**src/rtl/cstm_pkg.sv**
```systemverilog
// Shared types and constants for the CAN speed threshold monitor.
// Used by every module of the block; depends on nothing else.
`default_nettype none

package cstm_pkg;

  // Field widths of the frame and result transactions.
  localparam int unsigned ID_W       = 11;
  localparam int unsigned LEN_W      = 4;
  localparam int unsigned STAMP_W    = 24;
  localparam int unsigned RAW_W      = 16;
  localparam int unsigned THRESH_W   = 11;
  localparam int unsigned PULSE_W    = 4;
  localparam int unsigned CFG_DATA_W = 11;
  localparam int unsigned CFG_IDX_W  = 2;

  // Register indexes of the configuration port.
  localparam logic [CFG_IDX_W-1:0] REG_TIME_ID    = 2'd0;
  localparam logic [CFG_IDX_W-1:0] REG_SPEED_ID   = 2'd1;
  localparam logic [CFG_IDX_W-1:0] REG_THRESHOLD  = 2'd2;
  localparam logic [CFG_IDX_W-1:0] REG_PULSE_LEN  = 2'd3;

  // Register reset values.
  localparam logic [ID_W-1:0]     RST_TIME_ID   = 11'd769;
  localparam logic [ID_W-1:0]     RST_SPEED_ID  = 11'd770;
  localparam logic [THRESH_W-1:0] RST_THRESHOLD = 11'd60;
  localparam logic [PULSE_W-1:0]  RST_PULSE_LEN = 4'd10;

  // Frame qualifier: only eight-byte frames carry data we use.
  localparam logic [LEN_W-1:0] FULL_LENGTH = 4'd8;

  // Speed scale: raw * 1852 / 100000.
  localparam logic [26:0] SPEED_SCALE = 27'd1852;

  // Reciprocals for exact division by constants: floor(x / d) equals
  // (x * M) >> S for every x in the range that reaches each divider.
  localparam logic [27:0] RECIP_1E5 = 28'd175921861;  // shift 44
  localparam logic [27:0] RECIP_1E3 = 28'd137438954;  // shift 37
  localparam logic [24:0] RECIP_100 = 25'd21474837;   // shift 31
  localparam logic [18:0] RECIP_60  = 19'd279621;     // shift 24
  localparam logic [17:0] RECIP_10  = 18'd209716;     // shift 21

  // Queue between the front and back parts.
  localparam int unsigned QUEUE_DEPTH = 4;
  localparam int unsigned QUEUE_PTR_W = 2;
  localparam int unsigned QUEUE_CNT_W = 3;

  // Received frame.
  typedef struct packed {
    logic [ID_W-1:0]  frame_id;
    logic             is_data_frame;
    logic             is_standard;
    logic [LEN_W-1:0] data_length;
    logic [7:0]       byte_one;
    logic [7:0]       byte_two;
    logic [7:0]       byte_three;
    logic [7:0]       byte_four;
    logic [7:0]       byte_five;
  } frame_t;

  // Result of one speed frame.
  typedef struct packed {
    logic            periodic_report;
    logic            crossing_report;
    logic [5:0]      hours;
    logic [5:0]      minutes;
    logic [5:0]      seconds;
    logic [6:0]      time_hundredths;
    logic [10:0]     speed_whole;
    logic [6:0]      speed_hundredths;
    logic            over_threshold;
    logic            report_lamp;
  } result_t;

  // Configuration registers as seen by the front and back parts.
  typedef struct packed {
    logic [ID_W-1:0]     time_id;
    logic [ID_W-1:0]     speed_id;
    logic [THRESH_W-1:0] threshold;
    logic [PULSE_W-1:0]  pulse_len;
  } cfg_t;

  // One speed frame waiting for the back part.
  typedef struct packed {
    logic [RAW_W-1:0]   raw;
    logic [STAMP_W-1:0] stamp;
  } job_t;

endpackage

`default_nettype wire

```
**src/rtl/cstm_queue.sv**
```systemverilog
// Short first-in first-out queue between the front and back parts.
// Depends on cstm_pkg.
`default_nettype none

module cstm_queue (
  input  wire logic           clk,
  input  wire logic           rst,
  input  wire logic           push,
  input  wire cstm_pkg::job_t push_job,
  output logic                full,
  output logic                head_valid,
  output cstm_pkg::job_t      head_job,
  input  wire logic           pop
);

  cstm_pkg::job_t                   entries [cstm_pkg::QUEUE_DEPTH];
  logic [cstm_pkg::QUEUE_PTR_W-1:0] wr_ptr;
  logic [cstm_pkg::QUEUE_PTR_W-1:0] rd_ptr;
  logic [cstm_pkg::QUEUE_CNT_W-1:0] count;
  logic                             do_push;
  logic                             do_pop;

  assign full       = (count == cstm_pkg::QUEUE_CNT_W'(cstm_pkg::QUEUE_DEPTH));
  assign head_valid = (count != '0);
  assign head_job   = entries[rd_ptr];
  assign do_push    = push && !full;
  assign do_pop     = pop && head_valid;

  // Entry storage.
  always_ff @(posedge clk) begin
    if (do_push) begin
      entries[wr_ptr] <= push_job;
    end
  end

  // Pointers and fill count.
  always_ff @(posedge clk) begin
    if (rst) begin
      wr_ptr <= '0;
      rd_ptr <= '0;
      count  <= '0;
    end else begin
      if (do_push) begin
        wr_ptr <= wr_ptr + 1'b1;
      end
      if (do_pop) begin
        rd_ptr <= rd_ptr + 1'b1;
      end
      if (do_push && !do_pop) begin
        count <= count + 1'b1;
      end else if (do_pop && !do_push) begin
        count <= count - 1'b1;
      end
    end
  end

endmodule

`default_nettype wire

```
**config.mk**
```make
export PLATFORM = sky130hd
export DESIGN_NAME = cstm_queue
export DESIGN_NICKNAME = d
export VERILOG_FILES = /design/src/rtl/cstm_pkg.sv /design/src/rtl/cstm_queue.sv
export SDC_FILE = /design/constraint.sdc
export NUM_CORES = 1
export LEC_CHECK = 0
export ABC_CLOCK_PERIOD_IN_PS = 5200
export BUFFER_PORTS_ARGS = -buffer_cell sky130_fd_sc_hd__buf_4
export CAP_MARGIN = 20
export CORE_MARGIN = 1.5
export CORE_UTILIZATION = 45
export CTS_BUF_LIST = sky130_fd_sc_hd__clkbuf_4 sky130_fd_sc_hd__clkbuf_8
export DETAILED_ROUTE_END_ITERATION = 8
export GPL_TIMING_DRIVEN = 0
export PLACE_DENSITY_LB_ADDON = 0.1
export SYNTH_ARGS = -nofsm -noshare
export SYNTH_HDL_FRONTEND = slang
export SYNTH_SLANG_ARGS = --single-unit
```
**constraint.sdc**
```tcl
create_clock -name clk -period 5.2 [get_ports clk]
set_input_delay 1.04 -clock clk [delete_from_list [all_inputs] [get_ports clk]]
set_output_delay 1.04 -clock clk [all_outputs]
set_load 0.005 [all_outputs]
```
==> flow_summary.ini <==
[detailed_routing]
drc = 0
drt-vias-per-instance = 5.11
wl_per_cell_um = 19.1
first_pass_iters = 5
antenna_left = 0
drt_iter0_markers = 205
finalWirelength_um = 10600
num_vias = 2835

[timing]
tns_ns = 0
clock_skew_ns = 0.00653
finalCritPeriodShare_pct = 53.7
grt_setup_unrepaired = no
fin_hold_ws_ns = 0.528
min_period_ns = 2.79
timing.final.hold_violations = 0
setup_viol = 0
max_freq_mhz = 358
slew_headroom_pct = 63.9
worstMarginPinSlew_ns = 0.541
slew_viol_final = 0

[floorplan]
coreArea_um2 = 13800
die-width_um = 121
num_io_pins = 86
die-area_um2 = 14700
die_y_um = 121
start_util_pct = 45.7
rows = 43

[synthesis]
synth_top_area_share_pct = 76.4
ys_seq_elements = 169
synthCells = 257
syn_area_per_cell_um2 = 24.5
yosys.area.top_type = edfxtp_1
yosysSeqAreaShare_pct = 79.3
synth_common_cells = edfxtp_1 (160), mux4_2 (40), dfxtp_1 (9), ha_1 (5), nor2_1 (5)
synth_cell_types = 22
yosysMostFrequentCell = edfxtp_1
synth_flop_cell = edfxtp_1
synth_nets = 307
synth_area_leaders = edfxtp_1 (76%), mux4_2 (14%), dfxtp_1 (2.9%), buf_12 (1.3%), ha_1 (0.99%)
synth_edf_count = 160
async_flop_share_pct = 0
synth_area_um2 = 6290
ys_warn_count = 0

[finish]
drive_gt1_share_pct = 45.3
final_cells = 555
diodes = 0
fillers = 1138
multiInputGateArea_um2 = 1180
seq_area_um2 = 4980
nets = 414
syn_to_final_growth_pct = 20.6
final_area_um2 = 7580

[grt]
grt_pass1_vias = 3018
overflow = 0
track_usage_pct = 16.1
grt_most_used_layer = met2
antenna_found_initial = 0
gr-usage-met2_pct = 26.2
grt_pass1_wl_um = 16600
grt_max_degree = 31
met3_usage_pct = 5.59
use_met1_pct = 19.7

[clocking]
cts_setup_buffers = 0
clk_latency_ns = 0.44
cts_buffers = 17
cts_sinks = 169
htreeDepth = 4
cts_hold_buf = 0
clk_pin_slew_worst_paths_ns = 0.08
cts_resized = 0
clk_path_buf_depth = 2
cts_tree = yes
ctsRootBufferMaster = clkbuf_8

[worst_setup_path]
cp.arrival_ns = 1.75
crit_required_ns = 4.16
start_kind = flop
crit_path_end_kind = primary output
cpPeakStageDelay_ns = 0.53
critical_path_class = flop to primary output
worstPathMaxFanout = 10
path_cells = buf_6 -> buf_12 -> mux4_2 -> buf_4
critical_path.slowest_cell = mux4_2

[placed_design]
gp_congestion = 0.635
io_buffer_count = 84
post_dp_cell_area_um2 = 7230
hpwl_um = 6550
placed_cells = 525

[run]
cap_viol_max_count = 0

[worst_hold_path]
hp-class = flop to flop

[pwr]
power_density_nw_per_um2 = 454
p_leak_uw = 0.00257
ir_drop_uv = 190

[outcome]
status = finished, final reports clean
## stage by stage
step,utilization (%),power [uW],worst slack (ns)
after detailed placement,52.5,2660,2.43
after global placement,51.9,2630,1.53
final,55.0,3440,2.41
after floorplan,-,2250,2.52
after CTS,55.0,3500,2.35
after global routing,55.0,3620,2.31
## cells by family after synthesis
group	after synthesis	synth area share [%]
AO/OA/AOI/OAI	6	0.657
XOR/XNOR	4	0.557
adder cells (fa/ha/maj)	6	1.31
buffers and inverters	14	2.07
flip-flops	169	79.3
multiplexers	42	14.6
AND/OR/NAND/NOR	16	1.49
## layout by cell type, fill, tap and decap left out, types with 3 or more instances in the layout
cell      Yosys  final
clkbuf_8      0     17
and2_2        0      4
edfxtp_1    160    160
ha_1          5      5
clkinv_2      0      4
inv_1         4      4
buf_4         0     84
buf_2         4      4
buf_12        4      8
dfxtp_1       9      9
nor2_1        5      5
mux4_2       40     40
xor2_1        4      4
clkinv_1      0      4
or3_1         3      3
## flip-flops by register name, summed over array words and instances, names as in the netlist, named ones only
name,count
entries,160
count,3
rd_ptr,2
wr_ptr,2
## power by group
group	internal (uW)	switching [uW]
Sequential	1630	43.8
Clock	415	429
Combinational	542	374
Total	2590	847
## cell type report
| class | count | area share [%] |
|---|---|---|
| sequential | 169 | 65.8 |
| clock inverter | 12 | 1.45 |
| tap | 180 | 2.97 |
| timing repair buffer | 88 | 9.37 |
| buffer | 10 | 1.52 |
| clock buffer | 18 | 3.19 |
| multi-input combinational | 74 | 15.5 |
| inverter | 4 | 0.198 |
## per-layer routing
| layer | share of wire [%] | wire length [um] |
|---|---|---|
| met1 | 41 | 4370 |
| met2 | 52 | 5510 |
| met3 | 5.4 | 570 |
| met4 | 1.6 | 172 |
| met5 | 0 | 0 |
## critical path: cells and delay by family (launching register included)
kind,cells,cell delay (ns)
DFF,1,0.33
buffers and inverters,3,0.46
muxes,1,0.53
## path summary, 6_finish.rpt
path	to	slack (ns)	from	depth (start not counted)
worst max register to register	count[2]$_SDFFE_PP0P_	3.03	count[0]$_SDFFE_PP0P_	8
worst max-delay path	head_job[12]	2.41	flop	4
worst min-delay path	wr_ptr[1]$_SDFFE_PP0P_	0.53	wr_ptr[1]$_SDFFE_PP0P_	2
worst min register to register	wr_ptr[1]$_SDFFE_PP0P_	0.53	wr_ptr[1]$_SDFFE_PP0P_	2
Power figures use the tool's default switching activity.
