==> config.mk <==
export PLATFORM = sky130hd
export DESIGN_NAME = cstm_front
export DESIGN_NICKNAME = d
export VERILOG_FILES = /design/src/rtl/cstm_pkg.sv /design/src/rtl/cstm_front.sv
export SDC_FILE = /design/constraint.sdc
export NUM_CORES = 1
export LEC_CHECK = 0
export ABC_AREA = 1
export BUFFER_PORTS_ARGS = -buffer_cell sky130_fd_sc_hd__buf_2
export CAP_MARGIN = 10
export CORE_MARGIN = 5
export CORE_UTILIZATION = 43
export CTS_CLUSTER_DIAMETER = 50
export DETAILED_ROUTE_END_ITERATION = 8
export MAX_ROUTING_LAYER = met4
export PLACE_DENSITY = 0.9
export SETUP_SLACK_MARGIN = 0.1
export SYNTH_ARGS = -nofsm -noshare
export SYNTH_HDL_FRONTEND = slang
export SYNTH_SLANG_ARGS = --single-unit
==> constraint.sdc <==
create_clock -name clk -period 3.05 [get_ports clk]
set_input_delay 0 -clock clk [delete_from_list [all_inputs] [get_ports clk]]
set_output_delay 0 -clock clk [all_outputs]
set_load 0.005 [all_outputs]
==> src/rtl/cstm_pkg.sv <==
// Shared types and constants for the CAN speed threshold monitor.
// Used by every module of the block; depends on nothing else.
`default_nettype none

package cstm_pkg;

  // Field widths of the frame and result transactions.
  localparam int unsigned ID_W       = 11;
  localparam int unsigned LEN_W      = 4;
  localparam int unsigned STAMP_W    = 24;
  localparam int unsigned RAW_W      = 16;
  localparam int unsigned THRESH_W   = 11;
  localparam int unsigned PULSE_W    = 4;
  localparam int unsigned CFG_DATA_W = 11;
  localparam int unsigned CFG_IDX_W  = 2;

  // Register indexes of the configuration port.
  localparam logic [CFG_IDX_W-1:0] REG_TIME_ID    = 2'd0;
  localparam logic [CFG_IDX_W-1:0] REG_SPEED_ID   = 2'd1;
  localparam logic [CFG_IDX_W-1:0] REG_THRESHOLD  = 2'd2;
  localparam logic [CFG_IDX_W-1:0] REG_PULSE_LEN  = 2'd3;

  // Register reset values.
  localparam logic [ID_W-1:0]     RST_TIME_ID   = 11'd769;
  localparam logic [ID_W-1:0]     RST_SPEED_ID  = 11'd770;
  localparam logic [THRESH_W-1:0] RST_THRESHOLD = 11'd60;
  localparam logic [PULSE_W-1:0]  RST_PULSE_LEN = 4'd10;

  // Frame qualifier: only eight-byte frames carry data we use.
  localparam logic [LEN_W-1:0] FULL_LENGTH = 4'd8;

  // Speed scale: raw * 1852 / 100000.
  localparam logic [26:0] SPEED_SCALE = 27'd1852;

  // Reciprocals for exact division by constants: floor(x / d) equals
  // (x * M) >> S for every x in the range that reaches each divider.
  localparam logic [27:0] RECIP_1E5 = 28'd175921861;  // shift 44
  localparam logic [27:0] RECIP_1E3 = 28'd137438954;  // shift 37
  localparam logic [24:0] RECIP_100 = 25'd21474837;   // shift 31
  localparam logic [18:0] RECIP_60  = 19'd279621;     // shift 24
  localparam logic [17:0] RECIP_10  = 18'd209716;     // shift 21

  // Queue between the front and back parts.
  localparam int unsigned QUEUE_DEPTH = 4;
  localparam int unsigned QUEUE_PTR_W = 2;
  localparam int unsigned QUEUE_CNT_W = 3;

  // Received frame.
  typedef struct packed {
    logic [ID_W-1:0]  frame_id;
    logic             is_data_frame;
    logic             is_standard;
    logic [LEN_W-1:0] data_length;
    logic [7:0]       byte_one;
    logic [7:0]       byte_two;
    logic [7:0]       byte_three;
    logic [7:0]       byte_four;
    logic [7:0]       byte_five;
  } frame_t;

  // Result of one speed frame.
  typedef struct packed {
    logic            periodic_report;
    logic            crossing_report;
    logic [5:0]      hours;
    logic [5:0]      minutes;
    logic [5:0]      seconds;
    logic [6:0]      time_hundredths;
    logic [10:0]     speed_whole;
    logic [6:0]      speed_hundredths;
    logic            over_threshold;
    logic            report_lamp;
  } result_t;

  // Configuration registers as seen by the front and back parts.
  typedef struct packed {
    logic [ID_W-1:0]     time_id;
    logic [ID_W-1:0]     speed_id;
    logic [THRESH_W-1:0] threshold;
    logic [PULSE_W-1:0]  pulse_len;
  } cfg_t;

  // One speed frame waiting for the back part.
  typedef struct packed {
    logic [RAW_W-1:0]   raw;
    logic [STAMP_W-1:0] stamp;
  } job_t;

endpackage

`default_nettype wire

==> src/rtl/cstm_front.sv <==
// Front part: accepts frames, keeps the timestamp and queues speed frames.
// Depends on cstm_pkg.
`default_nettype none

module cstm_front (
  input  wire logic           clk,
  input  wire logic           rst,
  input  wire cstm_pkg::cfg_t cfg,
  input  wire logic           frame_valid,
  output logic                frame_stall,
  input  wire cstm_pkg::frame_t frame,
  input  wire logic           queue_full,
  output logic                push,
  output cstm_pkg::job_t      push_job
);

  logic [cstm_pkg::STAMP_W-1:0] stamp;
  logic [cstm_pkg::STAMP_W-1:0] stamp_next;
  logic                         accept;
  logic                         qualified;
  logic                         time_hit;
  logic                         speed_hit;

  // A frame is taken whenever the queue has room.
  assign frame_stall = queue_full;
  assign accept      = frame_valid && !queue_full;

  // Classify the frame against the two configured identifiers.
  assign qualified = frame.is_data_frame && frame.is_standard &&
                     (frame.data_length == cstm_pkg::FULL_LENGTH);
  assign time_hit  = qualified && (frame.frame_id == cfg.time_id);
  assign speed_hit = qualified && (frame.frame_id == cfg.speed_id);

  // A timestamp frame replaces the stored time before any speed use.
  always_comb begin
    stamp_next = stamp;
    if (accept && time_hit) begin
      stamp_next = {frame.byte_one, frame.byte_two, frame.byte_three};
    end
  end

  always_ff @(posedge clk) begin
    if (rst) begin
      stamp <= '0;
    end else begin
      stamp <= stamp_next;
    end
  end

  // Speed frames go to the queue with the time that applies to them.
  assign push           = accept && speed_hit;
  assign push_job.raw   = {frame.byte_four, frame.byte_five};
  assign push_job.stamp = stamp_next;

endmodule

`default_nettype wire

==> impl_metrics.py <==
metrics = {
    "job": {
        "timing.max_cap.violations": 0,
    },
    "synthesis": {
        "ys_seq_area_share_pct": 27.4,
        "ys_warn_count": 0,
        "synth.area.top_cells": "dfxtp_1 27%, inv_1 20%, nand2_1 19%",
        "synth-seq-cells": 24,
        "synth_top_area_share_pct": 27.4,
        "syn_area_um2": 1750,
        "synthArstFlopShare_pct": 0,
        "ys_types": 20,
        "synth_area_per_cell_um2": 5.61,
        "synth_flop_cell": "dfxtp_1",
        "synth_top_area_cell": "dfxtp_1",
        "synthCells": 312,
        "syn_nets": 410,
        "synth_enable_flop_cells": 0,
    },
    "clock_network": {
        "cts_buffers": 3,
        "cts_tree": "built",
        "clk_path_buf_depth": 2,
        "cts.sink_count": 24,
        "cts_root_buffer": "clkbuf_8",
        "clk_latency_ns": 0.26,
        "cts_setup_buffers": 0,
        "cts-resized-gates": 0,
        "hold_buffers": 0,
        "htree_num_levels": 1,
    },
    "detailed_routing": {
        "antenna_left": 0,
        "wl_per_cell_um": 9.04,
        "vias_per_cell": 4.18,
        "drt-pass1-iter-count": 4,
        "drc": 0,
        "vias": 1809,
        "drtIter0Drc": 59,
        "wirelength_um": 3910,
    },
    "timing": {
        "maxSlewHeadroom_pct": 58.5,
        "tightest_slew_ns": 0.620,
        "setup_ws_ns": 1.40,
        "min_period_ns": 1.65,
        "fin_crit_sh_pct": 54.2,
        "clock_skew_ns": 0,
        "rsz0062_at_grt": "no",
        "maxClockFrequency_mhz": 605,
        "finalSetupViolCount": 0,
        "drv_slew": 0,
        "finalSetupTns_ns": 0,
        "finalHoldViolations": 0,
    },
    "power_and_ir_drop": {
        "p_per_area_nw_per_um2": 316,
        "p_sw_mw": 0.145,
        "power_frac_seq_pct": 45.7,
        "intPower_mw": 0.539,
        "clkPwrFrac_pct": 39.5,
        "peakVddDrop_mv": 0.156,
        "p_leak_nw": 1.57,
        "comb_power_share_pct": 14.8,
        "p_sw_share_pct": 21.2,
    },
    "critical_path": {
        "worstSetupStartpointType": "input port",
        "critPathMaxStageDelay_ns": 0.50,
        "reg2reg_slack_ns": 2.40,
        "rr_endpoint": "stamp[14]$_SDFF_PP0_",
        "endpoint_kind": "output pin",
        "cpMostUsedCell": "nand2_1",
        "reg2reg_depth": 4,
        "cp_max_fo": 25,
        "rr_startpoint": "stamp[14]$_SDFF_PP0_",
        "cp_cell_sequence": "buf_2 > nor2_1 > nand2_1 > nor2_1 > nand2_1 > nor2_4 > nand2_4 > nand2_1 > nand2_1 > inv_1 > buf_2",
        "crit_slowest_cell": "nor2_4",
        "worstPathArrival_ns": 1.65,
        "worstPathRequired_ns": 3.05,
        "crit_type": "in2out",
    },
    "layout": {
        "antennaDiodeCount": 0,
        "instances_no_fill": 433,
        "drive_gt1_share_pct": 26.9,
        "top_regs": "stamp x24",
        "area_growth_pct": 23.8,
        "top_register": "stamp",
        "nets": 482,
        "largest_reg_flops": 24,
        "fin_util_pct": 54.6,
    },
    "worst_hold_path": {
        "whs_path_depth": 0,
        "min_from": "frame[12]",
        "hold_path_class": "in2out",
        "holdPathEnd": "push_job[36]",
    },
    "floorplanning": {
        "dieArea_um2": 5450,
        "dieWidth_um": 73.8,
        "die_y_um": 73.8,
        "initial_core_util_pct": 44.1,
        "io_pins": 140,
        "fp.coreArea_um2": 3970,
        "floorplan.rows": 23,
    },
    "place": {
        "place.gp.congestion": 0.829,
        "dpl.cell_count": 429,
        "hpwl_um": 3140,
        "numPortBuffers": 92,
        "pre_cts_ws_ns": 1.33,
    },
    "global_routing": {
        "grt_pass1_wl_um": 6690,
        "antenna_found_initial": 0,
        "grt-ovfl-total": 0,
        "grt_max_degree": 26,
        "grt_pass1_vias": 1727,
        "track_usage_pct": 15.6,
    },
    "status": {
        "status": "complete, no violations",
    },
}
==> area by class of cell <==
type / instances / area (µm²)
fill: 399 / 1800
multi-input combinational: 168 / 736
sequential: 24 / 480
timing repair buffer: 92 / 460
inverter: 95 / 357
tap: 50 / 62.6
clock buffer: 3 / 41.3
clock inverter: 1 / 30.0
==> metal layers <==
layer	routed length [µm]	share of wire, %	global-route usage (%)	up-vias
met3	312	8.0	3.28	4
met1	1690	43	16.5	754
li1	-	-	-	995
met2	1880	48	28.9	56
met4	32	0.82	4.23	0
met5	0	0	-	-
==> Yosys cell counts (2+ instances only) <==
library cell	number
inv_1	92
nand2_1	90
nor2_1	37
nand3_1	26
dfxtp_1	24
buf_4	17
xnor2_1	5
buf_2	4
inv_2	3
buf_6	2
clkbuf_1	2
nor2_4	2
==> critical path: cells and delay by family <==
kind / cells / cell delay, ns
and+or+nand+nor: 8 / 1.38
buffers and inverters: 3 / 0.26
==> metrics by stage <==
step	power (mW)	cell area, µm²	hold slack, ns
after floorplan	0.386	1750	0.0724
after global placement	0.419	2100	0.0000346
after detailed placement	0.422	2100	0.0000346
after CTS	0.697	2170	0.0000346
after global routing	0.724	2170	0.00000802
final	0.685	2170	0.00000199
==> power groups by stage <==
stage,combinational (mW),clock (mW),sequential [mW]
2_1_floorplan,0.0655,0,0.320
3_3_place_gp,0.0988,0,0.320
3_5_place_dp,0.102,0,0.320
4_1_cts,0.103,0.282,0.313
5_1_grt,0.117,0.294,0.313
6_report,0.101,0.270,0.313
==> how the worst max path moves through the flow <==
stage	slack [ns]	start	cells after the start	to
after floorplan	2.02	frame[41]	9	stamp[0]$_SDFF_PP0_
after global placement	1.42	frame[41]	11	push_job[3]
after detailed placement	1.33	frame[41]	10	stamp[0]$_SDFF_PP0_
after CTS	1.34	frame[41]	11	push_job[12]
after global routing	1.14	frame[41]	11	push_job[20]
final	1.40	frame[41]	11	push_job[10]
==> cell usage in the layout (no fill, tap or decap), drive strengths merged, types with 3 or more instances in the layout <==
master,count
inv,95
buf,92
nand2,91
nor2,39
nand3,26
dfxtp,24
xnor2,5
clkbuf,3
==> logic make-up after synthesis <==
family / Yosys count / synth area share (%)
AND/OR/NAND/NOR: 159 / 37.7
buffers and inverters: 120 / 30.5
flip-flops: 24 / 27.4
XOR/XNOR: 6 / 3.00
AO/OA/AOI/OAI: 3 / 1.29
Power figures use the tool's default switching activity.
