File: src/rtl/cstm_pkg.sv
// Shared types and constants for the CAN speed threshold monitor.
// Used by every module of the block; depends on nothing else.
`default_nettype none

package cstm_pkg;

  // Field widths of the frame and result transactions.
  localparam int unsigned ID_W       = 11;
  localparam int unsigned LEN_W      = 4;
  localparam int unsigned STAMP_W    = 24;
  localparam int unsigned RAW_W      = 16;
  localparam int unsigned THRESH_W   = 11;
  localparam int unsigned PULSE_W    = 4;
  localparam int unsigned CFG_DATA_W = 11;
  localparam int unsigned CFG_IDX_W  = 2;

  // Register indexes of the configuration port.
  localparam logic [CFG_IDX_W-1:0] REG_TIME_ID    = 2'd0;
  localparam logic [CFG_IDX_W-1:0] REG_SPEED_ID   = 2'd1;
  localparam logic [CFG_IDX_W-1:0] REG_THRESHOLD  = 2'd2;
  localparam logic [CFG_IDX_W-1:0] REG_PULSE_LEN  = 2'd3;

  // Register reset values.
  localparam logic [ID_W-1:0]     RST_TIME_ID   = 11'd769;
  localparam logic [ID_W-1:0]     RST_SPEED_ID  = 11'd770;
  localparam logic [THRESH_W-1:0] RST_THRESHOLD = 11'd60;
  localparam logic [PULSE_W-1:0]  RST_PULSE_LEN = 4'd10;

  // Frame qualifier: only eight-byte frames carry data we use.
  localparam logic [LEN_W-1:0] FULL_LENGTH = 4'd8;

  // Speed scale: raw * 1852 / 100000.
  localparam logic [26:0] SPEED_SCALE = 27'd1852;

  // Reciprocals for exact division by constants: floor(x / d) equals
  // (x * M) >> S for every x in the range that reaches each divider.
  localparam logic [27:0] RECIP_1E5 = 28'd175921861;  // shift 44
  localparam logic [27:0] RECIP_1E3 = 28'd137438954;  // shift 37
  localparam logic [24:0] RECIP_100 = 25'd21474837;   // shift 31
  localparam logic [18:0] RECIP_60  = 19'd279621;     // shift 24
  localparam logic [17:0] RECIP_10  = 18'd209716;     // shift 21

  // Queue between the front and back parts.
  localparam int unsigned QUEUE_DEPTH = 4;
  localparam int unsigned QUEUE_PTR_W = 2;
  localparam int unsigned QUEUE_CNT_W = 3;

  // Received frame.
  typedef struct packed {
    logic [ID_W-1:0]  frame_id;
    logic             is_data_frame;
    logic             is_standard;
    logic [LEN_W-1:0] data_length;
    logic [7:0]       byte_one;
    logic [7:0]       byte_two;
    logic [7:0]       byte_three;
    logic [7:0]       byte_four;
    logic [7:0]       byte_five;
  } frame_t;

  // Result of one speed frame.
  typedef struct packed {
    logic            periodic_report;
    logic            crossing_report;
    logic [5:0]      hours;
    logic [5:0]      minutes;
    logic [5:0]      seconds;
    logic [6:0]      time_hundredths;
    logic [10:0]     speed_whole;
    logic [6:0]      speed_hundredths;
    logic            over_threshold;
    logic            report_lamp;
  } result_t;

  // Configuration registers as seen by the front and back parts.
  typedef struct packed {
    logic [ID_W-1:0]     time_id;
    logic [ID_W-1:0]     speed_id;
    logic [THRESH_W-1:0] threshold;
    logic [PULSE_W-1:0]  pulse_len;
  } cfg_t;

  // One speed frame waiting for the back part.
  typedef struct packed {
    logic [RAW_W-1:0]   raw;
    logic [STAMP_W-1:0] stamp;
  } job_t;

endpackage

`default_nettype wire

File: src/rtl/cstm_back.sv
// Back part: scales the speed, splits the time and keeps the alarm and lamp state.
// Depends on cstm_pkg.
`default_nettype none

module cstm_back (
  input  wire logic           clk,
  input  wire logic           rst,
  input  wire cstm_pkg::cfg_t cfg,
  input  wire logic           head_valid,
  input  wire cstm_pkg::job_t head_job,
  output logic                pop,
  output logic                result_valid,
  input  wire logic           result_stall,
  output cstm_pkg::result_t   result
);

  logic advance;

  // Stage 1 registers.
  logic        v1;
  logic [26:0] scaled_1;
  logic [23:0] stamp_1;
  logic [17:0] t100_1;

  // Stage 2 registers.
  logic        v2;
  logic [10:0] whole_2;
  logic [16:0] k1000_2;
  logic [17:0] t100_2;
  logic [6:0]  hund_2;
  logic [11:0] mt_2;
  logic [14:0] tens_2;

  // Stage 3 registers.
  logic        v3;
  logic [10:0] whole_3;
  logic [6:0]  frac_3;
  logic [6:0]  hund_3;
  logic [5:0]  secs_3;
  logic [11:0] mt_3;
  logic [5:0]  hr_3;
  logic        periodic_3;

  // Persistent state of the alarm and lamp.
  logic                          prev_over;
  logic [cstm_pkg::PULSE_W-1:0]  pulse_count;
  logic                          lamp_on;
  logic                          over;
  logic [cstm_pkg::PULSE_W-1:0]  pulse_count_next;
  logic                          lamp_on_next;

  // Products.
  logic [48:0] p_t100;
  logic [54:0] p_whole;
  logic [54:0] p_k1000;
  logic [36:0] p_mt;
  logic [35:0] p_tens;
  logic [30:0] p_hr;

  // The whole pipeline moves unless a finished result is held.
  assign advance = !(result_valid && result_stall);
  assign pop     = head_valid && advance;

  // Stage 1: speed scaling and time in whole seconds.
  assign p_t100 = 49'(head_job.stamp) * 49'(cstm_pkg::RECIP_100);

  always_ff @(posedge clk) begin
    if (advance) begin
      scaled_1 <= 27'(head_job.raw) * cstm_pkg::SPEED_SCALE;
      stamp_1  <= head_job.stamp;
      t100_1   <= p_t100[48:31];
    end
  end

  // Stage 2: whole speed, speed in hundredths, time hundredths, minutes total, tens of seconds.
  assign p_whole = 55'(scaled_1) * 55'(cstm_pkg::RECIP_1E5);
  assign p_k1000 = 55'(scaled_1) * 55'(cstm_pkg::RECIP_1E3);
  assign p_mt    = 37'(t100_1) * 37'(cstm_pkg::RECIP_60);
  assign p_tens  = 36'(t100_1) * 36'(cstm_pkg::RECIP_10);

  always_ff @(posedge clk) begin
    if (advance) begin
      whole_2 <= p_whole[54:44];
      k1000_2 <= p_k1000[53:37];
      t100_2  <= t100_1;
      hund_2  <= 7'(stamp_1 - 24'(t100_1) * 24'd100);
      mt_2    <= p_mt[35:24];
      tens_2  <= p_tens[35:21];
    end
  end

  // Stage 3: speed hundredths, seconds, hours and the periodic test.
  assign p_hr = 31'(mt_2) * 31'(cstm_pkg::RECIP_60);

  always_ff @(posedge clk) begin
    if (advance) begin
      whole_3    <= whole_2;
      frac_3     <= 7'(k1000_2 - 17'(whole_2) * 17'd100);
      hund_3     <= hund_2;
      secs_3     <= 6'(t100_2 - 18'(mt_2) * 18'd60);
      mt_3       <= mt_2;
      hr_3       <= p_hr[29:24];
      periodic_3 <= (hund_2 == '0) && (t100_2 == 18'(tens_2) * 18'd10);
    end
  end

  // Alarm and lamp update for the frame leaving stage 3.
  assign over = (whole_3 >= cfg.threshold);

  always_comb begin
    pulse_count_next = pulse_count;
    lamp_on_next     = lamp_on;
    if (pulse_count == '0) begin
      lamp_on_next = 1'b0;
    end else begin
      pulse_count_next = pulse_count - 1'b1;
    end
    if (periodic_3) begin
      lamp_on_next     = 1'b1;
      pulse_count_next = cfg.pulse_len;
    end
  end

  // Valid bits and state.
  always_ff @(posedge clk) begin
    if (rst) begin
      v1           <= 1'b0;
      v2           <= 1'b0;
      v3           <= 1'b0;
      result_valid <= 1'b0;
      prev_over    <= 1'b0;
      pulse_count  <= cstm_pkg::PULSE_W'(1);
      lamp_on      <= 1'b0;
    end else if (advance) begin
      v1           <= head_valid;
      v2           <= v1;
      v3           <= v2;
      result_valid <= v3;
      if (v3) begin
        prev_over   <= over;
        pulse_count <= pulse_count_next;
        lamp_on     <= lamp_on_next;
      end
    end
  end

  // Output register.
  always_ff @(posedge clk) begin
    if (advance) begin
      result.periodic_report  <= periodic_3;
      result.crossing_report  <= over ^ prev_over;
      result.hours            <= hr_3;
      result.minutes          <= 6'(mt_3 - 12'(hr_3) * 12'd60);
      result.seconds          <= secs_3;
      result.time_hundredths  <= hund_3;
      result.speed_whole      <= whole_3;
      result.speed_hundredths <= frac_3;
      result.over_threshold   <= over;
      result.report_lamp      <= lamp_on_next;
    end
  end

endmodule

`default_nettype wire

File: config.mk
export PLATFORM = sky130hd
export DESIGN_NAME = cstm_back
export DESIGN_NICKNAME = d
export VERILOG_FILES = /design/src/rtl/cstm_pkg.sv /design/src/rtl/cstm_back.sv
export SDC_FILE = /design/constraint.sdc
export NUM_CORES = 2
export LEC_CHECK = 0
export ABC_AREA = 1
export BUFFER_PORTS_ARGS = -buffer_cell sky130_fd_sc_hd__buf_2
export CAP_MARGIN = 20
export CORE_MARGIN = 2
export CORE_UTILIZATION = 50
export DETAILED_ROUTE_END_ITERATION = 12
export PLACE_DENSITY = 0.66
export SLEW_MARGIN = 40
export SYNTH_ARGS = -nofsm -noshare
export SYNTH_HDL_FRONTEND = slang
export SYNTH_SLANG_ARGS = --single-unit
export TNS_END_PERCENT = 30
File: constraint.sdc
create_clock -name clk -period 11.5 [get_ports clk]
set_input_delay 1.725 -clock clk [delete_from_list [all_inputs] [get_ports clk]]
set_output_delay 1.725 -clock clk [all_outputs]
set_load 0.02 [all_outputs]
==> qor.yml <==
synthesis:
  synth_sequential_area_ratio_pct: 12.5
  synth.cell_area_mm2: 0.0523
  synth-async-reset-ratio_pct: 0
  post_synth_edffs: 211
  leading_cell_types_by_total_area_after_synthesis: "fa_1 (33%), ha_1 (26%), edfxtp_1 (12%)"
  synth.net_count: 7573
  yosys.area.top_type_share_pct: 32.5
  synth.largest_area_cell: "fa_1"
  syn_area_per_cell_um2: 9.44
  synth_ff_type: "edfxtp_1"
  synth-warning-count: 0
  postSynthRegisterBits: 221
  post_synth_num_cell_types: 51
  netlist_instances: 5537
finish:
  final_layout_size_suffix_gt1_share_pct: 3.89
  area_of_combinational_cells_with_multiple_inputs_mm2: 0.0397
  flow.area_growth_from_synthesis_pct: 6.54
  nets: 7725
  stdcell_count: 7091
  insertedDiodeCount: 0
  ff_latch_area_mm2: 0.00654
  fillerInstances: 9548
clock_tree:
  clock_tree.root_cell: "clkbuf_16"
  worstSkewPairLatency_ps: 590
  clock_sinks: 221
  ctsLongestPathBuffers: 3
  post_cts.repair.setup_buffers: 0
  postCtsHoldBufs: 0
  cts_tree: "built"
  cts_buffer_count: 29
  cts-htree-levels: 1
  post_cts_resized: 0
  clk_pin_slew_worst_setup_hold_paths_ps: 60
placement:
  cell_count_post_placement: 7037
  detailed_place_hpwl_um: 115000
  gp_routability_congestion: 0.985
  io_buffers: 107
critical_path:
  worstPathArrival_ps: 7570
  worst-setup-path-type: "register to register"
  cp-end-kind: "register"
  worst_setup_path_start_kind: "register"
  critPathMaxFanout: 9
  cp_data_required_time_ps: 11790
  r2r_setup_slack_ps: 4230
drt:
  route.final.wire_length_um: 131000
  route.detailed.vias_per_inst: 5.18
  detailroute.via_count: 36741
  wl_per_cell_um: 18.4
  drc: 0
  first_pass_iters: 5
  drtAntennaViolNets: 0
  iteration_0_drc_markers: 2130
grt:
  gr-usage-all-layers_pct: 25.0
  grt.overflow.total: 0
  grt_pass1_wl_um: 210000
  grt_pass1_vias: 38788
  grt_max_degree: 141
  number_of_antenna_violations_at_the_first_check_in_global_routing: 3
sta:
  max_freq_ghz: 0.137
  slew-limit-headroom_pct: 42.1
  grt_setup_unrepaired: "no"
  timing.final.hold_violations: 0
  setup_violators_final: 0
  fin_setup_tns_ps: 0
  fin_skew_ps: 17.2
  worst_slew_pin_slew_ps: 869
  drv_slew: 0
  final.min_clock_period_ps: 7270
  final_min_period_over_clock_period_pct: 63.3
die:
  die_footprint_mm2: 0.107
  floorplan.die.width_um: 327
  fp.coreArea_mm2: 0.104
  die_h_um: 327
  ios: 130
  floorplan.initialDensity_pct: 50.5
  floorplan.rows: 118
run:
  drv.max_cap_violation_count: 0
run_status:
  outcome: "complete, no violations"
worst_hold_path:
  worst_min_path_class: "register to register"
[per-stage QoR]
stage               cell area (um^2)  hold WS (ps)  worst slack [ps]  util, %
finish                         55700           418              4230     53.7
detailed placement             54700           406              3920     52.8
global placement               54700           401              3960     52.7
floorplan                      52300           400              2900        -
global route                   55700           424              3920     53.7
CTS                            55700           420              4330     53.7
[worst max-delay path, stage by stage, from the launching register on]
cell and delay, ps:
edfxtp_1 690, fa_1 720, inv_1 150, fa_1 540
inv_1 60, fa_1 530, inv_1 60, fa_1 540
fa_1 530, fa_1 540, fa_1 560, inv_1 50
ha_1 330, nand2_1 90, nor2_1 150, inv_1 100
nor4_1 430, nand3_1 170, nand3_1 170, xor2_1 570
[path summary, 6_finish.rpt]
path	start	end	cells after the start
worst max-delay path	scaled_1[24]	k1000_2[6]	19
worst min-delay path	secs_3[4]	result[31]	0
worst max register to register	scaled_1[24]	k1000_2[6]	19
worst min register to register	secs_3[4]	result[31]	0
[flip-flops by register name, indices dropped and copies added, names as in the netlist, 6 cells and up]
name,flops
result,47
scaled_1,25
t100_1,18
t100_2,18
tens_2,15
mt_2,12
whole_2,11
whole_3,11
frac_3,7
hund_2,7
hund_3,7
k1000_2,7
stamp_1,7
hr_3,6
mt_3,6
secs_3,6
[cells in the final DEF (no fill, tap or decap), types with 41 or more instances in the layout]
cell type / n
a21oi_1: 258
buf_2: 107
edfxtp_1: 211
fa_1: 850
ha_1: 1105
inv_1: 1595
nand2_1: 530
nand3_1: 101
nand4_1: 41
nor2_1: 248
o21ai_0: 119
xnor2_1: 47
xor2_1: 90
[synthesized netlist by cell type (2+ instances only)]
cell type  count
o21a_1        16
o2111ai_1      2
or2_1          2
xor2_1        90
fa_1         850
and3_1         2
a31oi_1       39
nand3_1      101
dfxtp_1       10
a21boi_1       8
o21ai_2        3
nor2_1       248
nand3b_1       8
inv_2         20
edfxtp_1     211
nor3_1        39
inv_1       1595
nand2_2        6
or2_2          7
a21o_1        28
a21oi_1      258
nor4_1        21
nor3b_1        2
nand4_1       41
a211oi_1      15
a21boi_0       9
o21ai_0      119
o211ai_1      18
o221ai_1       3
ha_1        1105
xnor2_1       48
nand2_1      531
nor2_2         7
o21ai_1       38
a21oi_2        2
o21bai_1      20
[routing by layer]
layer	GRT usage (%)	up-vias	share of wire, %
met5	0	-	0.011
met2	41.4	984	46
li1	-	17686	-
met4	6.16	2	2.7
met1	34.5	17882	44
met3	3.98	187	6.5
[cell type report]
class | count | area share [%]
well taps | 1380 | 3.10
clock inverters | 22 | 0.451
repair buffers | 123 | 1.25
clock buffers | 31 | 1.32
inverters | 1616 | 10.9
flip-flops and latches | 221 | 11.7
multi-input cells | 3698 | 71.3
[cells by family after synthesis]
| group | after synthesis | share of synthesized area [%] |
|---|---|---|
| buffers and inverters | 1618 | 11.6 |
| adders and majority gates | 1955 | 59.0 |
| xor gates and xnor gates | 138 | 2.31 |
| DFF | 221 | 12.5 |
| and+or+nand+nor | 1020 | 8.21 |
| AOI/OAI and AO/OA | 585 | 6.37 |
Power is left out: the tool's default activity adds up to more than one toggle a clock period on the data nets, which glitch-free logic cannot reach.
